==> src/hdl/dasp_pkg.sv <==
// Shared types, codes and constants of the dual axis step pulse generator.
package dasp_pkg;

    localparam int STEP_W   = 31;
    localparam int RATE_W   = 20;
    localparam int HALF_W   = 19;
    localparam int AXIS_W   = 1;

    localparam int DEF_AXES             = 2;
    localparam int DEF_TICKS_PER_SECOND = 1000000;
    localparam int DEF_MIN_HALF_PERIOD  = 10;

    localparam logic [HALF_W-1:0] HALF_MAX   = '1;
    localparam logic [HALF_W-1:0] HALF_RESET = HALF_W'(10);

    typedef enum logic [1:0] {
        ACT_TICK  = 2'd0,
        ACT_MOVE  = 2'd1,
        ACT_SPEED = 2'd2,
        ACT_STOP  = 2'd3
    } t_action;

    typedef enum logic [1:0] {
        ST_OK    = 2'd0,
        ST_INVAL = 2'd1,
        ST_STATE = 2'd2
    } t_status;

    typedef enum logic [2:0] {
        S_IDLE,
        S_DECODE,
        S_DIV,
        S_APPLY,
        S_RESP
    } t_state;

    typedef struct packed {
        t_action             action;
        logic [AXIS_W-1:0]   axis;
        logic [STEP_W-1:0]   step_count;
        logic                direction;
        logic [RATE_W-1:0]   rate_hz;
    } t_in;

    typedef struct packed {
        t_status status;
        logic    step_line_a;
        logic    dir_line_a;
        logic    step_line_b;
        logic    dir_line_b;
        logic    busy_a;
        logic    busy_b;
        logic    done_a;
        logic    done_b;
    } t_out;

    typedef struct packed {
        logic              tick;
        logic              load;
        logic              speed;
        logic              stop;
        logic              dir;
        logic [STEP_W-1:0] steps;
        logic [HALF_W-1:0] half;
    } t_axis_cmd;

    typedef struct packed {
        logic pulse;
        logic dir;
        logic busy;
        logic done;
    } t_axis_stat;

endpackage

==> src/hdl/dasp_div.sv <==
// Bit-serial restoring divider turning a step rate into a clamped half period.
module dasp_div #(
    parameter int TICKS_PER_SECOND = dasp_pkg::DEF_TICKS_PER_SECOND,
    parameter int MIN_HALF_PERIOD  = dasp_pkg::DEF_MIN_HALF_PERIOD
) (
    input  logic                         i_clk,
    input  logic                         i_rst_n,
    input  logic                         i_start,
    input  logic [dasp_pkg::RATE_W-1:0]  i_rate_hz,
    output logic                         o_done,
    output logic [dasp_pkg::HALF_W-1:0]  o_half
);
    import dasp_pkg::*;

    localparam int DW   = $clog2(TICKS_PER_SECOND + 1);
    localparam int CNTW = $clog2(DW);
    localparam int VW   = RATE_W + 1;
    localparam int CW   = (DW > HALF_W) ? DW : HALF_W;

    logic [DW-1:0]   r_num, n_num;
    logic [DW-1:0]   r_quo, n_quo;
    logic [VW-1:0]   r_rem, n_rem;
    logic [VW-1:0]   r_dvs, n_dvs;
    logic [CNTW-1:0] r_cnt, n_cnt;
    logic            r_busy, n_busy;
    logic            r_done, n_done;
    logic [VW:0]     w_trial;
    logic [VW:0]     w_diff;
    logic            w_qbit;
    logic [CW-1:0]   w_q;

    // The trial value stays below twice the divisor, so one subtract per bit suffices.
    assign w_trial = {r_rem, r_num[DW-1]};
    assign w_diff  = w_trial - {1'b0, r_dvs};
    assign w_qbit  = (w_trial >= {1'b0, r_dvs});

    always_comb begin
        n_num  = r_num;
        n_quo  = r_quo;
        n_rem  = r_rem;
        n_dvs  = r_dvs;
        n_cnt  = r_cnt;
        n_busy = r_busy;
        n_done = 1'b0;
        if (i_start) begin
            n_num  = DW'(TICKS_PER_SECOND);
            n_quo  = '0;
            n_rem  = '0;
            n_dvs  = {i_rate_hz, 1'b0};
            n_cnt  = CNTW'(DW - 1);
            n_busy = 1'b1;
        end else if (r_busy) begin
            n_num = r_num << 1;
            n_quo = {r_quo[DW-2:0], w_qbit};
            n_rem = w_qbit ? w_diff[VW-1:0] : w_trial[VW-1:0];
            if (r_cnt == '0) begin
                n_busy = 1'b0;
                n_done = 1'b1;
            end else begin
                n_cnt = r_cnt - 1'b1;
            end
        end
    end

    always_ff @(posedge i_clk) begin
        if (!i_rst_n) begin
            r_busy <= 1'b0;
            r_done <= 1'b0;
        end else begin
            r_busy <= n_busy;
            r_done <= n_done;
        end
        r_num <= n_num;
        r_quo <= n_quo;
        r_rem <= n_rem;
        r_dvs <= n_dvs;
        r_cnt <= n_cnt;
    end

    always_comb begin
        w_q = CW'(r_quo);
        if (w_q < CW'(MIN_HALF_PERIOD)) begin
            o_half = HALF_W'(MIN_HALF_PERIOD);
        end else if (w_q > CW'(HALF_MAX)) begin
            o_half = HALF_MAX;
        end else begin
            o_half = w_q[HALF_W-1:0];
        end
    end

    assign o_done = r_done;

endmodule

==> src/hdl/dasp_axis.sv <==
// State and tick logic of one step/direction axis.
module dasp_axis (
    input  logic                  i_clk,
    input  logic                  i_rst_n,
    input  dasp_pkg::t_axis_cmd   i_cmd,
    output dasp_pkg::t_axis_stat  o_stat
);
    import dasp_pkg::*;

    logic [STEP_W-1:0] r_steps, n_steps;
    logic              r_pulse, n_pulse;
    logic [HALF_W-1:0] r_half, n_half;
    logic [HALF_W-1:0] r_elapsed, n_elapsed;
    logic              r_dir, n_dir;
    logic              r_done, n_done;
    logic [HALF_W-1:0] w_inc;

    assign w_inc = r_elapsed + 1'b1;

    always_comb begin
        n_steps   = r_steps;
        n_pulse   = r_pulse;
        n_half    = r_half;
        n_elapsed = r_elapsed;
        n_dir     = r_dir;
        n_done    = r_done;
        if (i_cmd.tick && (r_steps != '0)) begin
            if (w_inc < r_half) begin
                n_elapsed = w_inc;
            end else begin
                n_elapsed = '0;
                // A step is used up on the falling edge of the step line.
                if (r_pulse) begin
                    n_pulse = 1'b0;
                    n_steps = r_steps - 1'b1;
                    if (r_steps == STEP_W'(1)) begin
                        n_done = 1'b1;
                    end
                end else begin
                    n_pulse = 1'b1;
                end
            end
        end
        if (i_cmd.load) begin
            n_dir     = i_cmd.dir;
            n_steps   = i_cmd.steps;
            n_pulse   = 1'b0;
            n_half    = i_cmd.half;
            n_elapsed = '0;
            n_done    = 1'b0;
        end
        if (i_cmd.speed) begin
            n_half    = i_cmd.half;
            n_elapsed = '0;
        end
        if (i_cmd.stop) begin
            n_steps = '0;
            n_pulse = 1'b0;
            n_done  = 1'b0;
        end
    end

    always_ff @(posedge i_clk) begin
        if (!i_rst_n) begin
            r_steps   <= '0;
            r_pulse   <= 1'b0;
            r_half    <= HALF_RESET;
            r_elapsed <= '0;
            r_dir     <= 1'b0;
            r_done    <= 1'b0;
        end else begin
            r_steps   <= n_steps;
            r_pulse   <= n_pulse;
            r_half    <= n_half;
            r_elapsed <= n_elapsed;
            r_dir     <= n_dir;
            r_done    <= n_done;
        end
    end

    assign o_stat.pulse = r_pulse;
    assign o_stat.dir   = r_dir;
    assign o_stat.busy  = (r_steps != '0);
    assign o_stat.done  = r_done;

endmodule

==> src/hdl/dual_axis_step_pulse_generator_unit.sv <==
// Move and set speed requests that pass their checks go through the decode, divide, apply and
// response states; the divide state waits on the bit-serial rate divider, one bit a cycle.
// Tick, stop and rejected requests go from decode straight to apply, then to response.
// One request is in flight at a time; the next is taken once the response has been taken.
// Synchronous active-low reset: all axes idle, step and direction lines low, half period ten.
module dual_axis_step_pulse_generator_unit #(
    parameter int AXES             = dasp_pkg::DEF_AXES,
    parameter int TICKS_PER_SECOND = dasp_pkg::DEF_TICKS_PER_SECOND,
    parameter int MIN_HALF_PERIOD  = dasp_pkg::DEF_MIN_HALF_PERIOD
) (
    input  logic           i_clk,
    input  logic           i_rst_n,
    input  logic           i_in_valid,
    output logic           o_in_stall,
    input  dasp_pkg::t_in  i_in_req,
    output logic           o_out_valid,
    input  logic           i_out_stall,
    output dasp_pkg::t_out o_out_rsp
);
    import dasp_pkg::*;

    localparam int AXW = (AXES > 1) ? $clog2(AXES) : 1;

    t_state            r_state, n_state;
    t_in               r_req;
    t_status           r_status;
    t_status           w_status;
    logic              w_axis_ok;
    logic [AXW-1:0]    w_idx;
    logic              w_busy_sel;
    logic              w_div_start;
    logic              w_div_done;
    logic              w_apply;
    logic [HALF_W-1:0] w_half;
    logic [AXES-1:0]   w_busy;
    t_axis_cmd         w_cmd  [AXES];
    t_axis_stat        w_stat [AXES];

    assign w_axis_ok  = (32'(r_req.axis) < AXES);
    assign w_idx      = w_axis_ok ? AXW'(r_req.axis) : '0;
    assign w_busy_sel = w_busy[w_idx];

    always_comb begin
        w_status = ST_OK;
        unique case (r_req.action) inside
            ACT_MOVE: begin
                if (!w_axis_ok || (r_req.step_count == '0) || (r_req.rate_hz == '0)) begin
                    w_status = ST_INVAL;
                end else if (w_busy_sel) begin
                    w_status = ST_STATE;
                end
            end
            ACT_SPEED: begin
                if (!w_axis_ok || (r_req.rate_hz == '0)) begin
                    w_status = ST_INVAL;
                end else if (!w_busy_sel) begin
                    w_status = ST_STATE;
                end
            end
            ACT_TICK, ACT_STOP: begin
                w_status = ST_OK;
            end
            default: begin
                w_status = ST_OK;
            end
        endcase
    end

    // Next state.
    always_comb begin
        n_state = r_state;
        unique case (r_state)
            S_IDLE: begin
                if (i_in_valid) begin
                    n_state = S_DECODE;
                end
            end
            S_DECODE: begin
                if (w_div_start) begin
                    n_state = S_DIV;
                end else begin
                    n_state = S_APPLY;
                end
            end
            S_DIV: begin
                if (w_div_done) begin
                    n_state = S_APPLY;
                end
            end
            S_APPLY: begin
                n_state = S_RESP;
            end
            S_RESP: begin
                if (!i_out_stall) begin
                    n_state = S_IDLE;
                end
            end
            default: begin
                n_state = S_IDLE;
            end
        endcase
    end

    // Sequencer outputs.
    always_comb begin
        o_in_stall  = (r_state != S_IDLE);
        o_out_valid = (r_state == S_RESP);
        w_apply     = (r_state == S_APPLY);
        w_div_start = (r_state == S_DECODE) && (w_status == ST_OK) &&
                      ((r_req.action == ACT_MOVE) || (r_req.action == ACT_SPEED));
    end

    always_ff @(posedge i_clk) begin
        if (!i_rst_n) begin
            r_state <= S_IDLE;
        end else begin
            r_state <= n_state;
        end
        if ((r_state == S_IDLE) && i_in_valid) begin
            r_req <= i_in_req;
        end
        if (r_state == S_DECODE) begin
            r_status <= w_status;
        end
    end

    dasp_div #(
        .TICKS_PER_SECOND (TICKS_PER_SECOND),
        .MIN_HALF_PERIOD  (MIN_HALF_PERIOD)
    ) u_div (
        .i_clk     (i_clk),
        .i_rst_n   (i_rst_n),
        .i_start   (w_div_start),
        .i_rate_hz (r_req.rate_hz),
        .o_done    (w_div_done),
        .o_half    (w_half)
    );

    for (genvar a = 0; a < AXES; a++) begin : g_axis
        logic w_sel;

        // A rejected request leaves every axis untouched; a tick reaches all of them.
        assign w_sel = w_apply && w_axis_ok && (w_idx == AXW'(a));

        always_comb begin
            w_cmd[a].tick  = w_apply && (r_req.action == ACT_TICK);
            w_cmd[a].load  = w_sel && (r_req.action == ACT_MOVE) && (r_status == ST_OK);
            w_cmd[a].speed = w_sel && (r_req.action == ACT_SPEED) && (r_status == ST_OK);
            w_cmd[a].stop  = w_sel && (r_req.action == ACT_STOP);
            w_cmd[a].dir   = r_req.direction;
            w_cmd[a].steps = r_req.step_count;
            w_cmd[a].half  = w_half;
        end

        dasp_axis u_axis (
            .i_clk   (i_clk),
            .i_rst_n (i_rst_n),
            .i_cmd   (w_cmd[a]),
            .o_stat  (w_stat[a])
        );

        assign w_busy[a] = w_stat[a].busy;
    end

    assign o_out_rsp.status      = r_status;
    assign o_out_rsp.step_line_a = w_stat[0].pulse;
    assign o_out_rsp.dir_line_a  = w_stat[0].dir;
    assign o_out_rsp.busy_a      = w_stat[0].busy;
    assign o_out_rsp.done_a      = w_stat[0].done;

    if (AXES > 1) begin : g_axis_b
        assign o_out_rsp.step_line_b = w_stat[1].pulse;
        assign o_out_rsp.dir_line_b  = w_stat[1].dir;
        assign o_out_rsp.busy_b      = w_stat[1].busy;
        assign o_out_rsp.done_b      = w_stat[1].done;
    end else begin : g_no_axis_b
        assign o_out_rsp.step_line_b = 1'b0;
        assign o_out_rsp.dir_line_b  = 1'b0;
        assign o_out_rsp.busy_b      = 1'b0;
        assign o_out_rsp.done_b      = 1'b0;
    end

endmodule

==> config.mk <==
export PLATFORM = sky130hd
export DESIGN_NAME = dual_axis_step_pulse_generator_unit
export DESIGN_NICKNAME = d
export VERILOG_FILES = /design/src/hdl/dasp_pkg.sv /design/src/hdl/dasp_div.sv /design/src/hdl/dasp_axis.sv /design/src/hdl/dual_axis_step_pulse_generator_unit.sv
export SDC_FILE = /design/constraint.sdc
export NUM_CORES = 1
export LEC_CHECK = 0
export ABC_AREA = 1
export BUFFER_PORTS_ARGS = -buffer_cell sky130_fd_sc_hd__buf_2
export CORE_MARGIN = 5
export CORE_UTILIZATION = 38
export DETAILED_ROUTE_END_ITERATION = 7
export SYNTH_ARGS = -nofsm -noshare
export SYNTH_HDL_FRONTEND = slang
export SYNTH_SLANG_ARGS = --single-unit
==> constraint.sdc <==
create_clock -name i_clk -period 6.6 [get_ports i_clk]
set_input_delay 0.99 -clock i_clk [delete_from_list [all_inputs] [get_ports i_clk]]
set_output_delay 0.99 -clock i_clk [all_outputs]
set_load 0.02 [all_outputs]
# After elaboration in Yosys (flattened, before gate mapping)
# Cells that the tools add are included.
totals:
  wordCells: 144
  regBits: 286
  in_bits: 59
  out_inout_bits: 12
classes:
  bitwise: 6
  n_reduce_logical: 51
  n_lt_le_gt_ge: 6
  add_sub_neg: 6
  n_mux: 35
  eq_ne: 14
ops:
  columns: ["cell", "n"]
  rows:
  - ["31-bit two-way mux", 8]
  - ["19-bit two-way mux", 8]
  - ["31-bit by 1-bit == test with 1-bit output (second input constant)", 2]
  - ["31-bit nonzero test", 2]
  - ["31-bit by 1-bit subtractor with 31-bit output (second input constant)", 2]
  - ["19-bit by 1-bit adder with 19-bit output (second input constant)", 2]
  - ["19-bit < comparator", 2]
  - ["31-bit logical NOT", 1]
  - ["22-bit by 21-bit >= comparator with 1-bit output", 1]
  - ["21-bit two-way mux", 1]
  - ["21-bit subtractor", 1]
  - ["20-bit by 19-bit greater-than comparator with 1-bit output (second input constant)", 1]
  - ["20-bit logical NOT", 1]
  - ["20-bit by 4-bit < comparator with 1-bit output (second input constant)", 1]
  - ["1-bit logical AND", 18]
  - ["3-bit one-hot mux with 5 select lines", 1]
  - ["3-bit OR reduction", 5]
  - ["2-bit nonzero test", 6]
  - ["1-bit two-way mux", 9]
  - ["3-bit two-way mux", 3]
  - ["3-bit AND reduction", 3]
  - ["2-bit two-way mux", 4]
  - ["4-bit AND reduction", 2]
  - ["3-bit by 2-bit == test with 1-bit output (second input constant)", 2]
  - ["other kinds (17)", 32]

# Depth between registers and ports, before layout
# Gate-level depths: netlist (run 1).
logic_depth:
  depth_word: 11
  depth_mapped: 21
  mapped_depth_nobuf: 21

# By module
# A second synthesis (run 1) with hierarchy kept.
hier_totals:
  cells_unflattened: 2345
  area_unflattened_um2: 16427.0
modules_own_cells:
  columns: ["mod", "cells_each", "instances", "seq_area_each_um2", "area_each_um2"]
  rows:
  - ["dasp_axis at g_axis[1].u_axis", 751, 1, 1441.4, 4720.8]
  - ["dasp_axis at g_axis[0].u_axis", 752, 1, 1441.4, 4700.8]
  - ["dasp_div", 650, 1, 1841.8, 4599.4]
  - ["dual_axis_step_pulse_generator_unit", 192, 1, 1771.7, 2406.1]

# Worst setup path before layout (run 1)
# OpenSTA, ideal clock, no wires.
synth_path:
  kind: "input-to-reg"
  start: "input port i_in_valid"
  end: "register r_req[0] in the netlist's numbering, enable pin"
  setup_time_ns: 0.468
  required_time_ns: 6.132
  path_stages: 2
  path_buffers: 0
  path_slack_ns: 2.815
  t_arrival_ns: 3.317
  path_cell_list: "inv_1 -> nor2_1"
synth_via:
  elab_chain_cells: 1
synth_rtl:
  columns: ["element", "line", "source"]
  rows:
  - ["start: declaration", "dual_axis_step_pulse_generator_unit.sv:13", "input logic i_in_valid,"]
  - ["1-bit logical AND", "dual_axis_step_pulse_generator_unit.sv:119", "if ((r_state == S_IDLE) && i_in_valid) begin"]
  - ["end signal: assignment", "dual_axis_step_pulse_generator_unit.sv:120", "r_req <= i_in_req;"]
  - ["end: declaration", "dual_axis_step_pulse_generator_unit.sv:25", "t_in r_req;"]
# Every way passes these cells.
# A chain may end at the register's enable or synchronous reset.

# Worst setup path in the final report (run 1)
layout_path:
  start: "register g_axis[1].u_axis.r_elapsed[0]"
  end: "register g_axis[1].u_axis.r_steps[18]"
layout_via:
  elab_chain_cells: 4
layout_rtl:
  columns: ["element", "line", "source"]
  rows:
  - ["start: declaration", "dasp_axis.sv:13", "logic [HALF_W-1:0] r_elapsed, n_elapsed;"]
  - ["start signal: assignment", "dasp_axis.sv:75", "r_elapsed <= n_elapsed;"]
  - ["19-bit by 1-bit adder with 19-bit output", "dasp_axis.sv:18", "assign w_inc = r_elapsed + 1'b1;"]
  - ["19-bit < comparator", "dasp_axis.sv:28", "if (w_inc < r_half) begin"]
  - ["2-bit by 1-bit inequality test with 1-bit output (no line)", null, null]
  - ["3-bit AND reduction (no line)", null, null]
  - ["end signal: assignment", "dasp_axis.sv:72", "r_steps <= n_steps;"]
  - ["end: declaration", "dasp_axis.sv:10", "logic [STEP_W-1:0] r_steps, n_steps;"]
# Every way passes these cells.

==> results of run 1 <==
## synth_stat cells, types with 13 or more instances
| cell type | number | area share |
|---|---|---|
| nand2_1 | 516 | 0.12 |
| o22ai_1 | 38 | 0.015 |
| nor3_1 | 35 | 0.011 |
| a211oi_1 | 13 | 0.0062 |
| inv_1 | 224 | 0.054 |
| edfxtp_1 | 77 | 0.15 |
| dfxtp_1 | 209 | 0.27 |
| buf_4 | 13 | 0.0062 |
| nand4_1 | 31 | 0.012 |
| clkbuf_1 | 29 | 0.0069 |
| xor2_1 | 62 | 0.035 |
| nor2_2 | 17 | 0.0068 |
| a21oi_1 | 125 | 0.040 |
| nor2_1 | 306 | 0.073 |
| nand3_1 | 129 | 0.041 |
| buf_2 | 20 | 0.0064 |
| xnor2_1 | 26 | 0.015 |
| ha_1 | 69 | 0.055 |
| o21ai_0 | 91 | 0.029 |
## per-stage QoR
step / std cells / hold WS, ns / instance area, sq um / setup slack (ns) / utilization
2_1_floorplan: 2124 / 0.426 / 15700 / 2.81 / -
3_3_place_gp: 2660 / 0.437 / 16400 / 2.86 / 0.401
3_5_place_dp: 2660 / 0.438 / 16400 / 2.68 / 0.401
4_1_cts: 2722 / 0.449 / 17600 / 2.66 / 0.430
5_1_grt: 2722 / 0.462 / 17600 / 2.18 / 0.430
6_report: 2722 / 0.442 / 17600 / 2.66 / 0.430
## registers in the layout, indices dropped and copies added (netlist names)
signal,cells
u_div.r_rem,21
u_div.r_cnt,5
g_axis.u_axis.r_dir,2
u_div.r_busy,1
u_div.r_quo,20
u_div.r_dvs,20
g_axis.u_axis.r_done,2
r_status,2
g_axis.u_axis.r_pulse,2
g_axis.u_axis.r_elapsed,38
r_req,54
g_axis.u_axis.r_half,38
r_state,3
w_idx,1
g_axis.u_axis.r_steps,62
u_div.r_num,14
u_div.o_done,1
## worst register-to-register path, stage by stage (launching register included)
cell      delay (ns)
dfxtp_1         0.41
ha_1            0.24
nand2_1         0.09
nor2_1          0.18
nand2_1         0.11
nor2_1          0.17
nand3_1         0.14
nor2_1          0.11
nand2_1         0.07
xor2_1          0.17
inv_1           0.07
ha_1            0.29
nand4_1         0.11
nor2_1          0.18
o211ai_1        0.18
nand3_2         0.22
nand2_4         0.24
nand2_2         0.58
nand2_1         0.13
a21oi_1         0.16
## worst min-delay path by stage
stage / from / end / slack (ns) / depth (start not counted)
2_1_floorplan: g_axis[1].u_axis.r_done / g_axis[1].u_axis.r_done / 0.43 / 2
6_report: r_req[13] / u_div.r_dvs[14] / 0.44 / 0
3_3_place_gp: r_req[1] / u_div.r_dvs[2] / 0.44 / 0
3_5_place_dp: r_req[13] / u_div.r_dvs[14] / 0.44 / 0
4_1_cts: r_req[13] / u_div.r_dvs[14] / 0.45 / 0
5_1_grt: r_req[12] / u_div.r_dvs[13] / 0.46 / 0
## routing by layer
metal	share of wire	track usage
met5	0	0
met4	0.033	0.0669
met3	0.049	0.0306
met2	0.46	0.295
met1	0.46	0.242
## power by group through the flow
stage               Combinational (mW)  Sequential, mW  Clock [mW]
finish                           0.865            2.18        2.01
global route                     0.996            2.20        2.14
CTS                              0.872            2.18        2.07
detailed placement               0.865            2.21           0
global placement                 0.853            2.21           0
floorplan                        0.655            2.15           0
## cells by family after synthesis
kind of cell	Yosys count	synth area share
AO/OA/AOI/OAI	301	0.108
XOR/XNOR	89	0.0501
adder cells (fa/ha/maj)	70	0.0563
buffers and inverters	307	0.0830
flip-flops	286	0.414
multiplexers	1	0.000638
AND/OR/NAND/NOR	1070	0.288
## layout make-up
type | instances | area, sq um
clock inverters | 17 | 211
inverters | 235 | 882
repair buffers | 76 | 395
clock buffers | 45 | 997
multi-input cells | 1531 | 7910
flip-flops and latches | 286 | 6500
fillers | 4148 | 23300
well taps | 532 | 666
==> impl_metrics.env, run 1 <==
export IMPL_vias=13621
export IMPL_run_status="finished, final reports clean"
export IMPL_post_cts_buffers=0
export IMPL_startpoint="g_axis[1].u_axis.r_elapsed[0]"
export IMPL_antenna_found_initial=1
export IMPL_cp_top_family="simple AND/OR/NAND/NOR gates"
export IMPL_setup_viol=0
export IMPL_ys_async_sr_fraction=0
export IMPL_cp_max_fo=33
export IMPL_power_share_sequential=0.431
export IMPL_worstMarginPinSlew_ns=1.02
export IMPL_grt_overflow=0
export IMPL_layout_drive_gt1_share=0.0890
export IMPL_crit_path_start_kind="flop"
export IMPL_die_x_um=213
export IMPL_wl_um=40800
export IMPL_min_path_type="flop to flop"
export IMPL_ys_warnings_count=0
export IMPL_ant_nets=0
export IMPL_antennaDiodeCount=0
export IMPL_end_kind="flop"
export IMPL_fin_total_pwr_mw=5.06
export IMPL_p_per_area_mw_per_mm2=288
export IMPL_max_freq_ghz=0.254
export IMPL_clock_latency_ns=0.53
export IMPL_synth_edf_count=77
export IMPL_relSlewSlack=0.319
export IMPL_syn_area_sq_mm=0.0157
export IMPL_drc_errors=0
export IMPL_vdd_drop_max_mv=0.178
export IMPL_period_needed_ns=3.94
export IMPL_start_util=0.384
export IMPL_core_sq_mm=0.0408
export IMPL_numClockSinks=286
export IMPL_p_leak_nw=8.12
export IMPL_period_share=0.597
export IMPL_io_pins=71
export IMPL_grt_max_degree=63
export IMPL_path_depth=19
export IMPL_timing_rr_start="g_axis[1].u_axis.r_elapsed[0]"
export IMPL_cp_cell_sequence="ha_1, nand2_1, nor2_1, nand2_1, nor2_1, nand3_1, nor2_1, nand2_1, xor2_1, inv_1, ha_1, nand4_1, nor2_1, o211ai_1, nand3_2, nand2_4, nand2_2, nand2_1, a21oi_1"
export IMPL_layout_commonest_cell="nand2_1"
export IMPL_syn2layout_area_growth_pct=11.9
export IMPL_synth_yosys_seq_area_share=0.414
export IMPL_syn_nets=2253
export IMPL_dr_pass1_iters=7
export IMPL_reg2reg_to="g_axis[1].u_axis.r_steps[18]"
export IMPL_grt_pass1_wl_um=67000
export IMPL_reg2reg_depth=19
export IMPL_viasPerCell=5.00
export IMPL_cts_root_buf="clkbuf_16"
export IMPL_grt_pass1_vias=13185
export IMPL_syn_inst=2124
export IMPL_routabilityCongestion=0.901
export IMPL_cts_resized=0
export IMPL_grt_total_usage=0.181
export IMPL_final_cell_mix="515 x nand2_1, 305 x nor2_1, 224 x inv_1"
export IMPL_numCtsBuffers=34
export IMPL_routedWlPerCell_um=15.0
export IMPL_clockPowerShare=0.398
export IMPL_drt_initial_drc_count=749
export IMPL_swShare=0.294
export IMPL_worstPathRequired_ns=7.04
export IMPL_cpPeakStageDelay_ns=0.57
export IMPL_comb_power_share=0.171
export IMPL_die_h_um=213
export IMPL_ys_types=48
export IMPL_avgSynthCellArea_sq_um=7.39
export IMPL_nNetsFinal=2293
export IMPL_die_area_sq_mm=0.0455
export IMPL_port_buffers=70
export IMPL_rrSetupSlack_ns=2.66
export IMPL_synth_ff_latch_count=286
export IMPL_hold_viol_final=0
export IMPL_clkTransAtPathRegs_ns=0.06
export IMPL_p_switching_mw=1.49
export IMPL_worstPathArrival_ns=4.38
export IMPL_cp_buffers_inverters=1
export IMPL_synth_top_flop_cell="dfxtp_1"
export IMPL_dpl_hpwl_um=29800
export IMPL_criticalPathCategory="flop to flop"
export IMPL_clockBufferDepth=3
export IMPL_tritoncts="built"
export IMPL_slew_viol_final=0
export IMPL_ctsHoldBuffers=0
export IMPL_internal_power_mw=3.57
export IMPL_finalClockSkew_ns=0.0138
export IMPL_h_tree_depth=2
export IMPL_cap_viol_max_count=0
export IMPL_rsz0062_at_grt="false"
export IMPL_rows=74
export IMPL_tns_ns=0
export IMPL_cpMaxStageDelayCell="nand2_2"
export IMPL_endpoint="g_axis[1].u_axis.r_steps[18]"
Power figures use the tool's default switching activity.
==> run 2: changes to the inputs <==
--- a/config.mk
+++ b/config.mk
@@ -5,7 +5,7 @@
 export SDC_FILE = /design/constraint.sdc
 export NUM_CORES = 1
 export LEC_CHECK = 0
-export ABC_AREA = 1
+export ABC_AREA = 0
 export BUFFER_PORTS_ARGS = -buffer_cell sky130_fd_sc_hd__buf_2
 export CORE_MARGIN = 5
 export CORE_UTILIZATION = 38
==> constraint.sdc (replaced) <==
create_clock -name i_clk -period 3.2 [get_ports i_clk]
set_input_delay 0.48 -clock i_clk [delete_from_list [all_inputs] [get_ports i_clk]]
set_output_delay 0.48 -clock i_clk [all_outputs]
set_load 0.02 [all_outputs]
==> impl_metrics.env, run 2 <==
export IMPL_viasPerCell=5.24
export IMPL_port_buffers=70
export IMPL_p_switching_mw=3.12
export IMPL_avgSynthCellArea_sq_um=9.30
export IMPL_hold_viol_final=0
export IMPL_worstPathRequired_ns=3.69
export IMPL_vias=11679
export IMPL_routedWlPerCell_um=16.9
export IMPL_clockPowerShare=0.336
export IMPL_drc_errors=0
export IMPL_syn_inst=1486
export IMPL_slew_viol_final=0
export IMPL_synth_most_common_cell="dfxtp_1"
export IMPL_end_kind="flop"
export IMPL_die_h_um=201
export IMPL_min_path_type="input port to flop"
export IMPL_h_tree_depth=1
export IMPL_comb_power_share=0.229
export IMPL_vdd_drop_max_mv=0.454
export IMPL_numCtsBuffers=31
export IMPL_dpl_hpwl_um=25300
export IMPL_antenna_found_initial=0
export IMPL_layout_drive_gt1_share=0.323
export IMPL_io_pins=71
export IMPL_synth_ff_latch_count=286
export IMPL_drt_initial_drc_count=693
export IMPL_rrSetupSlack_ns=-0.55
export IMPL_tns_ns=-37.59
export IMPL_finalClockSkew_ns=0.0202
export IMPL_cts_root_buf="clkbuf_16"
export IMPL_top_register="g_axis.u_axis.r_steps"
export IMPL_tritoncts="built"
export IMPL_die_area_sq_mm=0.0403
export IMPL_routabilityCongestion=0.838
export IMPL_run_status="finished, violations left"
export IMPL_layoutNonFillerInstCount=2229
export IMPL_worstPathArrival_ns=4.24
export IMPL_grt_pass1_wl_um=59000
export IMPL_dr_pass1_iters=4
export IMPL_rsz0062_at_grt="true"
export IMPL_clock_latency_ns=0.58
export IMPL_numClockSinks=286
export IMPL_ys_top_cells_by_area="dfxtp_1 30%, edfxtp_1 17%, ha_1 6.2%, nor2_1 5.1%, xor2_1 4.8%"
export IMPL_crit_path_start_kind="flop"
export IMPL_antennaDiodeCount=0
export IMPL_ys_warnings_count=0
export IMPL_wl_um=37600
export IMPL_nNetsFinal=1872
export IMPL_internal_power_mw=7.15
export IMPL_clkTransAtPathRegs_ns=0.07
export IMPL_p_leak_nw=7.44
export IMPL_start_util=0.387
export IMPL_place_inst=2109
export IMPL_setup_viol=169
export IMPL_rows=69
export IMPL_layout_commonest_cell="dfxtp_1"
export IMPL_final_cell_mix="199 x dfxtp_1, 161 x buf_4, 120 x nand2_1, 120 x nor2_1, 78 x inv_1"
export IMPL_relSlewSlack=0.433
export IMPL_swShare=0.304
export IMPL_fin_total_pwr_mw=10.3
export IMPL_syn_nets=1615
export IMPL_grt_pass1_vias=11438
export IMPL_largest_registers="g_axis.u_axis.r_steps x62, r_req x54"
export IMPL_yosysTopAreaCellShare=0.303
export IMPL_synth_top_flop_cell="dfxtp_1"
export IMPL_die_x_um=201
export IMPL_synth_common_cells="209 x dfxtp_1, 187 x nor2_1, 125 x nand2_1"
export IMPL_synth_yosys_seq_area_share=0.470
export IMPL_nFillCells=3208
export IMPL_max_freq_ghz=0.267
export IMPL_cp_max_fo=5
export IMPL_cap_viol_max_count=0
export IMPL_endpoint="g_axis[0].u_axis.r_steps[25]"
export IMPL_ant_nets=0
export IMPL_period_share=1.17
export IMPL_largest_register_ffs=62
export IMPL_reg2reg_depth=21
export IMPL_timing_rr_start="g_axis[0].u_axis.r_elapsed[1]"
export IMPL_core_sq_mm=0.0357
export IMPL_yosysTopAreaCell="dfxtp_1"
export IMPL_syn2layout_area_growth_pct=37.3
export IMPL_worstMarginPinSlew_ns=0.848
export IMPL_criticalPathCategory="flop to flop"
export IMPL_p_per_area_mw_per_mm2=542
export IMPL_syn_area_sq_mm=0.0138
export IMPL_grt_overflow=0
export IMPL_synth_edf_count=77
export IMPL_grt_total_usage=0.177
export IMPL_ys_async_sr_fraction=0
export IMPL_setup_ws_ns=-0.552
export IMPL_period_needed_ns=3.75
export IMPL_power_share_sequential=0.434
export IMPL_violations="negative setup slack"
export IMPL_ys_types=61
export IMPL_reg2reg_to="g_axis[0].u_axis.r_steps[25]"
export IMPL_startpoint="g_axis[0].u_axis.r_elapsed[1]"
export IMPL_clockBufferDepth=3
export IMPL_grt_max_degree=56
-- run 2: cell types whose count changed after synthesis, moves of 36 or more --
cell | previous run | this run
nand3_1 | 129 | 43
nand2_1 | 516 | 125
mux2i_1 | 1 | 37
inv_1 | 224 | 78
nor2_1 | 306 | 187
a21oi_1 | 125 | 53
-- run 2: kinds of logic (layout without fill, tap and decap cells) --
group,after synthesis,after routing,synth area share
adders and majority gates,70,70,0.0639
DFF,286,286,0.470
xor gates and xnor gates,134,134,0.0849
buffers and inverters,147,427,0.0423
muxes,38,38,0.0276
AOI/OAI and AO/OA,263,263,0.121
and+or+nand+nor,548,550,0.191
-- run 2: worst min path at each step --
stage	start	end	slack (ns)	cells past startpoint
detailed placement	r_req[14]	u_div.r_dvs[15]	0.44	0
CTS	i_in_req[4]	r_req[4]	0.04	1
global placement	u_div.r_cnt[4]	u_div.o_done	0.43	1
floorplan	u_div.r_cnt[4]	u_div.o_done	0.42	1
finish	i_in_req[4]	r_req[4]	0.07	1
global route	i_in_req[4]	r_req[4]	0.04	1
-- run 2: layout make-up --
cell class | count | area, sq um | share of cell area
repair buffers | 290 | 2490 | 0.131
clock buffers | 31 | 776 | 0.0409
inverters | 79 | 297 | 0.0156
clock inverters | 27 | 205 | 0.0108
multi-input cells | 1055 | 8120 | 0.428
flip-flops and latches | 286 | 6520 | 0.343
well taps | 461 | 577 | 0.0304
-- run 2: worst max-delay path, cell delays in order, from the launching register on --
cell and delay (ns):
dfxtp_4 0.37, ha_4 0.14, nand3_4 0.07, nor2_4 0.10, and3_4 0.19, and3_4 0.20, nand3_4 0.11, buf_6 0.14
nor2_4 0.09, xor2_2 0.17, ha_1 0.27, a21o_1 0.17, a21oi_2 0.16, nand3b_1 0.10, o311a_4 0.35, o211ai_1 0.22
buf_4 0.18, buf_12 0.11, buf_16 0.12, nor3_4 0.04, xnor2_2 0.14, a211oi_2 0.19
-- run 2: power by group through the flow --
stage          clock, mW  sequential, mW  combinational (mW)
3_3_place_gp           0            4.52                1.94
4_1_cts             3.55            4.46                2.17
6_report            3.46            4.46                2.36
2_1_floorplan          0            4.41                1.54
3_5_place_dp           0            4.53                1.97
5_1_grt             3.70            4.51                2.61
-- run 2: per-layer routing --
layer	global-route usage	share of wire	up-vias
met5	0	0	-
met4	0.0622	0.038	0
met3	0.0270	0.038	89
met2	0.306	0.49	208
met1	0.226	0.43	5632
li1	-	-	5750
-- run 2: metrics by stage --
step	utilization	hold WS, ns	worst slack [ns]	instance area [sq um]
3_5_place_dp	0.451	0.437	-0.779	16100
4_1_cts	0.505	0.0421	-0.479	18100
2_1_floorplan	-	0.417	-0.509	14300
5_1_grt	0.531	0.0416	-0.719	19000
3_3_place_gp	0.451	0.428	-0.765	16100
6_report	0.531	0.0733	-0.552	19000
-- run 2: repair_timing --
item | 4_1_cts | 5_1_grt
setup buffers | 28 | 28
gates cloned | 8 | 6
setup endpoints to repair | 189 | 182
pin swaps | 74 | 91
hold buffers | 0 | 0
gates resized for setup | 130 | 166
==> run 3: changes to the inputs <==
--- a/config.mk
+++ b/config.mk
@@ -10,6 +10,8 @@
 export CORE_MARGIN = 5
 export CORE_UTILIZATION = 38
 export DETAILED_ROUTE_END_ITERATION = 7
+export HOLD_SLACK_MARGIN = 0.15
+export SLEW_MARGIN = 15
 export SYNTH_ARGS = -nofsm -noshare
 export SYNTH_HDL_FRONTEND = slang
 export SYNTH_SLANG_ARGS = --single-unit
==> impl_metrics.env, run 3 (synthesized netlist as in run 2, its figures left out) <==
export IMPL_run_status="finished, violations left"
export IMPL_violations="negative setup slack"
export IMPL_vdd_drop_max_mv=0.365
export IMPL_period_needed_ns=3.69
export IMPL_vias=11728
export IMPL_relSlewSlack=0.426
export IMPL_grt_pass1_vias=11747
export IMPL_slew_viol_final=0
export IMPL_worstMarginPinSlew_ns=0.860
export IMPL_syn2layout_area_growth_pct=41.3
export IMPL_rsz0062_at_grt="true"
export IMPL_internal_power_mw=7.68
export IMPL_grt_pass1_wl_um=60300
export IMPL_end_kind="flop"
export IMPL_grt_total_usage=0.181
export IMPL_power_share_sequential=0.414
export IMPL_p_per_area_mw_per_mm2=553
export IMPL_clockPowerShare=0.365
export IMPL_clock_latency_ns=0.53
export IMPL_grt_overflow=0
export IMPL_tritoncts="built"
export IMPL_place_inst=2110
export IMPL_layoutNonFillerInstCount=2274
export IMPL_placed_area_sq_mm=0.0161
export IMPL_top_register="g_axis.u_axis.r_steps"
export IMPL_clkTransAtPathRegs_ns=0.06
export IMPL_dr_pass1_iters=5
export IMPL_comb_power_share=0.221
export IMPL_worstPathRequired_ns=3.63
export IMPL_swShare=0.288
export IMPL_dpl_hpwl_um=25400
export IMPL_fin_util=0.546
export IMPL_max_freq_ghz=0.271
export IMPL_grt_max_degree=56
export IMPL_nNetsFinal=1918
export IMPL_layout_drive_gt1_share=0.305
export IMPL_criticalPathCategory="flop to flop"
export IMPL_antennaDiodeCount=0
export IMPL_hold_viol_final=0
export IMPL_routabilityCongestion=0.838
export IMPL_hold_slack_ns=0.221
export IMPL_h_tree_depth=2
export IMPL_start_util=0.387
export IMPL_layout_commonest_cell="dfxtp_1"
export IMPL_min_path_type="input port to flop"
export IMPL_finalClockSkew_ns=0.0260
export IMPL_cp_max_fo=3
export IMPL_port_buffers=70
export IMPL_rows=69
export IMPL_viasPerCell=5.16
export IMPL_largest_registers="g_axis.u_axis.r_steps x62, r_req x54"
export IMPL_clockBufferDepth=3
export IMPL_crit_path_start_kind="flop"
export IMPL_cts_root_buf="clkbuf_16"
export IMPL_fin_total_pwr_mw=10.8
export IMPL_period_share=1.15
export IMPL_final_cell_mix="201 x dfxtp_1, 160 x buf_4, 124 x nor2_1"
export IMPL_numCtsBuffers=34
export IMPL_numClockSinks=286
export IMPL_worstPathArrival_ns=4.13
export IMPL_p_switching_mw=3.11
export IMPL_routedWlPerCell_um=16.6
export IMPL_cap_viol_max_count=0
export IMPL_drt_initial_drc_count=634
export IMPL_antenna_found_initial=0
export IMPL_core_sq_mm=0.0357
export IMPL_wl_um=37700
export IMPL_setup_viol=163
export IMPL_die_area_sq_mm=0.0403
export IMPL_largest_register_ffs=62
export IMPL_drc_errors=0
export IMPL_final_area_sq_mm=0.0195
export IMPL_p_leak_nw=7.74
export IMPL_die_x_um=201
export IMPL_die_h_um=201
export IMPL_setup_ws_ns=-0.494
export IMPL_io_pins=71
export IMPL_ant_nets=0
run 3: path summary, 6_finish.rpt:
path	endpoint	depth (start not counted)	from	slack, ns
setup reg to reg	g_axis[0].u_axis.r_steps[12]	17	g_axis[0].u_axis.r_elapsed[0]	-0.49
hold reg to reg	u_div.r_dvs[15]	0	r_req[14]	0.45
setup / recovery	g_axis[0].u_axis.r_steps[12]	17	g_axis[0].u_axis.r_elapsed[0]	-0.49
hold / removal	r_req[53]	1	i_in_req[53]	0.22
run 3: critical path, cell delays in order (launching register included):
cell	delay [ns]
dfxtp_4	0.35
buf_4	0.11
and3_4	0.19
nand3_4	0.08
nor2_4	0.11
and3_4	0.19
and3_4	0.19
nand3_4	0.09
xnor2_2	0.15
ha_1	0.29
nand4_1	0.11
or3_1	0.38
a21oi_2	0.14
o311a_4	0.24
o2111ai_4	0.18
or4_4	0.46
xor2_1	0.15
a211oi_1	0.20
run 3: per-stage QoR:
step / setup WS, ns / setup TNS [ns]
after floorplan: -0.509 / -11.72
after global placement: -0.765 / -80.01
after detailed placement: -0.664 / -46.41
after CTS: -0.488 / -33.56
after global routing: -0.669 / -60.24
final: -0.494 / -33.80
run 3: repair_timing:
item	in CTS	in global routing
buffers inserted	32	13
hold buffers	53	0
cloned	8	6
resized for setup	123	151
endpoints found under the hold margin	53	0
pin swaps	83	101
endpoints found under the setup margin	176	182
run 3: layout make-up:
| type | instances | area [sq um] |
|---|---|---|
| clock buffer | 48 | 996 |
| clock inverter | 12 | 146 |
| sequential | 286 | 6510 |
| inverter | 79 | 297 |
| tap | 461 | 577 |
| multi-input combinational | 1053 | 8050 |
| fill | 3110 | 16200 |
| timing repair buffer | 335 | 2940 |
run 3: power by group through the flow:
stage	Sequential [mW]	Combinational (mW)	Clock [mW]
floorplan	4.41	1.54	0
global placement	4.52	1.94	0
detailed placement	4.53	1.98	0
CTS	4.46	2.15	4.02
global route	4.52	2.64	4.18
finish	4.47	2.39	3.94
run 3: layer usage:
metal | GRT usage | vias to the layer above | routed length, um
met1 | 0.228 | 5611 | 16400
met2 | 0.317 | 207 | 18900
met3 | 0.0263 | 79 | 1320
met5 | 0 | - | 0
met4 | 0.0654 | 0 | 1150
li1 | - | 5831 | -
